<file path="config.mk">
export PLATFORM = sky130hd
export DESIGN_NAME = countdown_timer_seven_segment
export DESIGN_NICKNAME = d
export VERILOG_FILES = /design/src/rtl/ctss_pkg.sv /design/src/rtl/ctss_cell.sv /design/src/rtl/countdown_timer_seven_segment.sv
export VERILOG_INCLUDE_DIRS = /design/src /design/src/rtl
export SDC_FILE = /design/constraint.sdc
export NUM_CORES = 1
export LEC_CHECK = 0
export BUFFER_PORTS_ARGS = -buffer_cell sky130_fd_sc_hd__buf_2
export CAP_MARGIN = 20
export CORE_MARGIN = 1.5
export CORE_UTILIZATION = 40
export CTS_CLUSTER_DIAMETER = 50
export DETAILED_ROUTE_END_ITERATION = 7
export GPL_ROUTABILITY_DRIVEN = 0
export PLACE_DENSITY = 0.64
export SYNTH_ARGS = -nofsm -noshare
export SYNTH_HDL_FRONTEND = slang
export SYNTH_SLANG_ARGS = --single-unit
</file>
<file path="constraint.sdc">
create_clock -name clk -period 9.9 [get_ports clk]
set_input_delay 0.99 -clock clk [delete_from_list [all_inputs] [get_ports clk]]
set_output_delay 0.99 -clock clk [all_outputs]
set_load 0.1 [all_outputs]
</file>
<file path="src/rtl/countdown_timer_seven_segment_assert.svh">
// assertion macros for the countdown timer rtl
// expects clk and rst in the scope of each use
`ifndef COUNTDOWN_TIMER_SEVEN_SEGMENT_ASSERT_SVH
`define COUNTDOWN_TIMER_SEVEN_SEGMENT_ASSERT_SVH

`ifndef SYNTH
`define CTSS_ASSERT(lbl, prop) \
  lbl: assert property (@(posedge clk) disable iff (rst) (prop)) \
    else $error("countdown timer check failed");
`define CTSS_ASSERT_NEXT(lbl, pre, post) \
  lbl: assert property (@(posedge clk) disable iff (rst) (pre) |=> (post)) \
    else $error("countdown timer check failed");
`else
`define CTSS_ASSERT(lbl, prop)
`define CTSS_ASSERT_NEXT(lbl, pre, post)
`endif

`endif

</file>
<file path="src/rtl/ctss_pkg.sv">
`timescale 1ns / 1ps
// shared types, opcodes and seven-segment encoding for the countdown timer
// no dependencies
package ctss_pkg;

  localparam int SwW = 10;
  localparam int OpW = 3;
  localparam int SegPairW = 16;

  localparam int HundredthsW = 7;
  localparam int HundredthsMax = 99;
  localparam int SecondsW = 6;
  localparam int SecondsMax = 59;
  localparam int MinutesW = 6;
  localparam int MinutesMax = 59;

  localparam logic [OpW-1:0] OP_TICK       = 3'd0;
  localparam logic [OpW-1:0] OP_START_STOP = 3'd1;
  localparam logic [OpW-1:0] OP_SET_HUND   = 3'd2;
  localparam logic [OpW-1:0] OP_SET_SEC    = 3'd3;
  localparam logic [OpW-1:0] OP_SET_MIN    = 3'd4;

  typedef struct packed {
    logic load;
    logic borrow;
  } cell_ctrl_t;

  typedef struct packed {
    logic zero;
    logic borrow;
  } cell_stat_t;

  // gfedcba
  function automatic logic [6:0] seg_digit(input logic [3:0] d);
    logic [6:0] s;
    case (d)
      4'd0: s = 7'h3F;
      4'd1: s = 7'h06;
      4'd2: s = 7'h5B;
      4'd3: s = 7'h4F;
      4'd4: s = 7'h66;
      4'd5: s = 7'h6D;
      4'd6: s = 7'h7D;
      4'd7: s = 7'h07;
      4'd8: s = 7'h7F;
      4'd9: s = 7'h67;
      default: s = 7'h3F;
    endcase
    return s;
  endfunction

  // two digits, tens in the upper byte; values never exceed 99
  function automatic logic [SegPairW-1:0] seg_pair(input logic [6:0] v);
    logic [3:0] tens;
    logic [6:0] ones;
    tens = 4'd0;
    for (int i = 1; i < 10; i++) begin
      if (v >= 7'(10 * i)) tens = 4'(i);
    end
    ones = v - 7'(10 * int'(tens));
    return {1'b0, seg_digit(tens), 1'b0, seg_digit(ones[3:0])};
  endfunction

endpackage

</file>
<file path="src/rtl/ctss_cell.sv">
`timescale 1ns / 1ps
// one digit-pair counter cell of the countdown chain: load, decrement, wrap
// depends on ctss_pkg
module ctss_cell import ctss_pkg::*; #(
  parameter int Width = 7,
  parameter int MaxValue = 99
) (
  input  logic                clk,
  input  logic                rst,
  input  cell_ctrl_t          ctrl,
  input  logic [SwW-1:0]      load_value,
  output cell_stat_t          stat,
  output logic [SegPairW-1:0] seg
);

  logic [Width-1:0] value;
  logic [Width-1:0] value_next;
  logic [Width-1:0] load_sat;

  assign load_sat = (load_value > SwW'(MaxValue)) ? Width'(MaxValue)
                                                   : load_value[Width-1:0];

  always_comb begin
    value_next = value;
    if (ctrl.load) begin
      value_next = load_sat;
    end else if (ctrl.borrow) begin
      value_next = (value == '0) ? Width'(MaxValue) : value - Width'(1);
    end
  end

  always_ff @(posedge clk) begin
    if (rst) begin
      value <= Width'(MaxValue);
    end else begin
      value <= value_next;
    end
  end

  assign stat.zero   = (value == '0);
  // borrow passes on to the next cell when this one wraps
  assign stat.borrow = ctrl.borrow & (value == '0);
  assign seg         = seg_pair(7'(value));

endmodule

</file>
<file path="src/rtl/countdown_timer_seven_segment.sv">
`timescale 1ns / 1ps
// Minutes:seconds:hundredths countdown timer with seven-segment output. Each input
// beat (opcode in tuser, switch value in tdata) yields exactly one output beat with
// the six encoded digits and the run flag after that beat. One beat is taken per
// clock: the three digit-pair counters update in the accepting cycle, borrowing
// along the chain, and the result is presented from the next cycle on. Throughput
// is set by the single output stage; it holds one beat while the sink stalls.
// Reset loads 59:59:99 and starts running.
`include "countdown_timer_seven_segment_assert.svh"

module countdown_timer_seven_segment import ctss_pkg::*; (
  input  logic        clk,
  input  logic        rst,
  input  logic        s_axis_tvalid,
  output logic        s_axis_tready,
  input  logic [15:0] s_axis_tdata,  // [9:0] switch_value, [15:10] zero
  input  logic [7:0]  s_axis_tuser,  // [2:0] opcode, [7:3] zero
  output logic        m_axis_tvalid,
  input  logic        m_axis_tready,
  output logic [47:0] m_axis_tdata   // [30:0] display_low, [45:31] display_high,
                                     // [46] running, [47] zero
);

  logic           accept;
  logic [OpW-1:0] opcode;
  logic [SwW-1:0] switch_value;
  logic           running;
  logic           running_next;
  logic           time_left;
  logic           tick_go;

  cell_ctrl_t hund_ctrl, sec_ctrl, min_ctrl;
  cell_stat_t hund_stat, sec_stat, min_stat;
  logic [SegPairW-1:0] hund_seg, sec_seg, min_seg;

  assign s_axis_tready = ~m_axis_tvalid | m_axis_tready;
  assign accept        = s_axis_tvalid & s_axis_tready;
  assign opcode        = s_axis_tuser[OpW-1:0];
  assign switch_value  = s_axis_tdata[SwW-1:0];

  assign time_left = ~(hund_stat.zero & sec_stat.zero & min_stat.zero);
  assign tick_go   = accept & (opcode == OP_TICK) & running & time_left;

  assign hund_ctrl.load   = accept & (opcode == OP_SET_HUND);
  assign hund_ctrl.borrow = tick_go;
  assign sec_ctrl.load    = accept & (opcode == OP_SET_SEC);
  assign sec_ctrl.borrow  = hund_stat.borrow;
  assign min_ctrl.load    = accept & (opcode == OP_SET_MIN);
  assign min_ctrl.borrow  = sec_stat.borrow;

  ctss_cell #(.Width(HundredthsW), .MaxValue(HundredthsMax)) u_hund (
    .clk(clk), .rst(rst), .ctrl(hund_ctrl), .load_value(switch_value),
    .stat(hund_stat), .seg(hund_seg)
  );

  ctss_cell #(.Width(SecondsW), .MaxValue(SecondsMax)) u_sec (
    .clk(clk), .rst(rst), .ctrl(sec_ctrl), .load_value(switch_value),
    .stat(sec_stat), .seg(sec_seg)
  );

  ctss_cell #(.Width(MinutesW), .MaxValue(MinutesMax)) u_min (
    .clk(clk), .rst(rst), .ctrl(min_ctrl), .load_value(switch_value),
    .stat(min_stat), .seg(min_seg)
  );

  always_comb begin
    running_next = running;
    if (accept) begin
      case (opcode)
        OP_TICK: begin
          // a tick at zero while running stops the timer
          if (running && !time_left) running_next = 1'b0;
        end
        OP_START_STOP: begin
          if (time_left) running_next = ~running;
        end
        default: running_next = running;
      endcase
    end
  end

  always_ff @(posedge clk) begin
    if (rst) begin
      running       <= 1'b1;
      m_axis_tvalid <= 1'b0;
    end else begin
      running <= running_next;
      if (accept) begin
        m_axis_tvalid <= 1'b1;
      end else if (m_axis_tready) begin
        m_axis_tvalid <= 1'b0;
      end
    end
  end

  // state only moves on an accepted beat, so the display is read straight off the cells
  assign m_axis_tdata = {1'b0, running, min_seg[14:0], sec_seg[14:0], hund_seg};

  `CTSS_ASSERT_NEXT(a_stop_at_zero,
    accept && opcode == OP_TICK && running && !time_left, !running)
  `CTSS_ASSERT_NEXT(a_zero_sticks,
    !time_left && !(accept && (opcode == OP_SET_HUND || opcode == OP_SET_SEC ||
    opcode == OP_SET_MIN)), !time_left)
  `CTSS_ASSERT_NEXT(a_beat_out, accept, m_axis_tvalid)

endmodule

</file>
==> flow_summary.yaml <==
run_status:
  outcome: "complete, no violations"
logic_synthesis:
  yosysSeqAreaShare_pct: 12.34
  yosysMostFrequentCell: "nor2_1"
  ys_async_sr_fraction_pct: 0
  ys_top_cells_by_count: "nor2_1 (49), nand2_1 (46), ha_1 (44), o21ai_0 (33), inv_1 (29)"
  yosys.area.top_type_share_pct: 16.16
  netlist.top_cell.by_area: "ha_1"
  ys_warn_count: 0
  synth-seq-cells: 21
  ys.flop_type: "dfxtp_1"
  synth_edf_count: 0
  synth_cells: 479
  syn_area_um2: 3407
  synth.avg_cell_area_um2: 7.113
  synth_area_leaders: "ha_1 (16%), dfxtp_1 (12%), nor2_1 (5.4%), nand2_1 (5.1%), o21ai_0 (4.8%)"
  synth_cell_types: 66
power:
  p_sw_uw: 146.7
  cellLeakagePower_nw: 1.628
  p_sw_share_pct: 50.79
  p_seq_share_pct: 31.2
  vdd_drop_max_uv: 57.11
  power_density_nw_per_um2: 76.85
  totalPowerFinal_uw: 288.9
  power.internal_uw: 142.2
  p_comb_share_pct: 49.3
  power_frac_clock_pct: 19.6
global_route:
  grt_pass1_wl_mm: 14.12
  track_usage_pct: 18.94
  overflow: 0
  antenna_found_initial: 0
  grt_max_degree: 32
  grt_pass1_vias: 3035
floorplan:
  num_rows: 33
  die_y_um: 95.29
  start_util_pct: 41.46
  io_pins: 78
  die_w_um: 95.29
  die_area_um2: 9080
  core_um2: 8217
timing:
  worst_pin_slew_ns: 0.8570
  clock_skew_ns: 0.003463
  setup_viol: 0
  fin_crit_sh_pct: 56.20
  fmax_mhz: 179.7
  rsz0062_at_grt: "false"
  max_slew_margin_pct: 42.79
  fin_crit_ns: 5.563
  final_hold_viol_count: 0
  drv_slew: 0
  tns_ns: 0
  timing.hold.ws_ns: 0.5672
place:
  dp_hpwl_mm: 6.466
  portBuffers: 61
final_layout:
  drive_above_1_share_pct: 15.25
  antenna_cells: 0
  finalNetCount: 594
  fillers: 880
  area_growth_pct: 10.32
critical_path:
  crit_family: "compound AO/OA/AOI/OAI gates"
  cp_max_fo: 28
  worstPathRequired_ns: 8.91
  cp-start-kind: "register"
  path_cells: "nand2b_1 > nand3_1 > o31ai_1 > a21oi_1 > o21a_1 > ha_1 > inv_1 > fa_1 > xor2_1 > nand2_1 > nor4_1 > a21oi_1 > o32ai_2 > mux2i_1 > buf_2"
  cpPeakStageDelay_ns: 0.88
  path_buf_inv: 2
  slowest_stage: "dfxtp_1"
  path_common_cell: "a21oi_1"
  cp-end-kind: "primary output"
  path_class: "register to primary output"
  arrival_ns: 4.57
clock_tree:
  cts_max_path_buffers: 2
  cts_sinks: 21
  insertion_delay_ns: 0.26
  cts_root_buf: "clkbuf_8"
  cts-buffers-inserted: 3
  postCtsSetupBuffers: 0
  cts_resized: 0
  tritoncts: "yes"
  cts_hold_buf: 0
  htreeDepth: 1
  clk_pin_slew_ns: 0.07
drt:
  via_per_inst: 5.634
  ant_nets: 0
  drc: 0
  drtPass1Iterations: 4
  wl_per_cell_um: 13.48
  drtIter0Drc: 242
  routed_wl_mm: 8.399
  vias: 3510
job:
  drv_cap: 0
worst_hold_path:
  hold_path_class: "register to register"
-- cell usage in the layout (no fill, tap or decap), drive strengths merged, types with 4 or more instances in the layout --
master	instances
nor2	49
nor2b	12
a211oi	5
mux2i	10
a31oi	11
or2	7
buf	62
or3	4
nand3	19
a21oi	24
nor4	7
a22o	4
inv	29
conb	5
a211o	6
nand2	46
dfxtp	21
and3	4
xnor2	11
nor3	13
nand4	6
ha	44
nand2b	10
o31ai	4
o211ai	5
a21o	6
a311oi	4
o21ai	34
-- final cells by class --
type                            count  area, µm²  share of cell area (%)
Inverter                           29      108.9                   2.896
Clock buffer                        3      41.29                   1.099
Sequential cell                    21      420.4                   11.19
Clock inverter                      1      5.005                  0.1332
Multi-Input combinational cell    402       2739                   72.87
Timing Repair Buffer               62      312.8                   8.322
Tap cell                          105      131.4                   3.495
-- path summary, 6_finish.rpt --
| check | from | depth (start not counted) | slack, ns | endpoint |
|---|---|---|---|---|
| worst min register to register | running$_SDFFE_PP1P_ | 2 | 0.57 | running$_SDFFE_PP1P_ |
| worst max register to register | u_hund.value[5]$_SDFFE_PP1P_ | 6 | 7.13 | u_hund.value[0]$_SDFFE_PP1P_ |
| worst min-delay path | running$_SDFFE_PP1P_ | 2 | 0.57 | running$_SDFFE_PP1P_ |
| worst max-delay path | u_hund.value[5]$_SDFFE_PP1P_ | 15 | 4.34 | m_axis_tdata[4] |
-- state kept, by name (all words and copies together), names as in the netlist --
name / flops
u_sec.value: 6
u_min.value: 6
u_hund.value: 7
m_axis_tvalid: 1
running: 1
-- through the flow --
| step | setup slack [ns] | util [%] | cells | instance area (µm²) |
|---|---|---|---|---|
| global placement | 4.784 | 45.18 | 619 | 3712 |
| finish | 4.337 | 45.74 | 623 | 3759 |
| CTS | 4.382 | 45.74 | 623 | 3759 |
| detailed placement | 4.659 | 45.18 | 619 | 3712 |
| global route | 3.984 | 45.74 | 623 | 3759 |
| floorplan | 4.260 | - | 483 | 3422 |
-- cells by family after synthesis --
kind of cell               after synthesis  synth area share [%]
AOI/OAI and AO/OA                      135                 27.03
xor gates and xnor gates                14                 3.599
adders and majority gates               47                 17.92
buffers and inverters                   60                 7.712
DFF                                     21                 12.34
muxes                                   10                 2.938
other                                    1                0.1101
and+or+nand+nor                        191                 28.35
-- worst min-delay path, delay by kind of cell, from the launching register on --
| family | cells | cell delay (ns) |
|---|---|---|
| flip-flops | 1 | 0.40 |
| AO/OA/AOI/OAI | 2 | 0.14 |
-- power by group through the flow --
stage | Clock [mW] | Sequential (mW) | Combinational [mW]
2_1_floorplan | 0 | 0.0919 | 0.122
3_3_place_gp | 0 | 0.0920 | 0.141
3_5_place_dp | 0 | 0.0920 | 0.142
4_1_cts | 0.0574 | 0.0900 | 0.143
5_1_grt | 0.0606 | 0.0906 | 0.151
6_report | 0.0565 | 0.0900 | 0.142
-- layer usage --
metal | GRT usage [%] | up-vias | wire length [µm]
li1 | - | 1789 | -
met1 | 28.16 | 1627 | 4306
met2 | 29.26 | 83 | 3693
met3 | 2.472 | 11 | 305
met4 | 2.985 | 0 | 93
met5 | 0 | - | 0
Power figures use the tool's default switching activity.
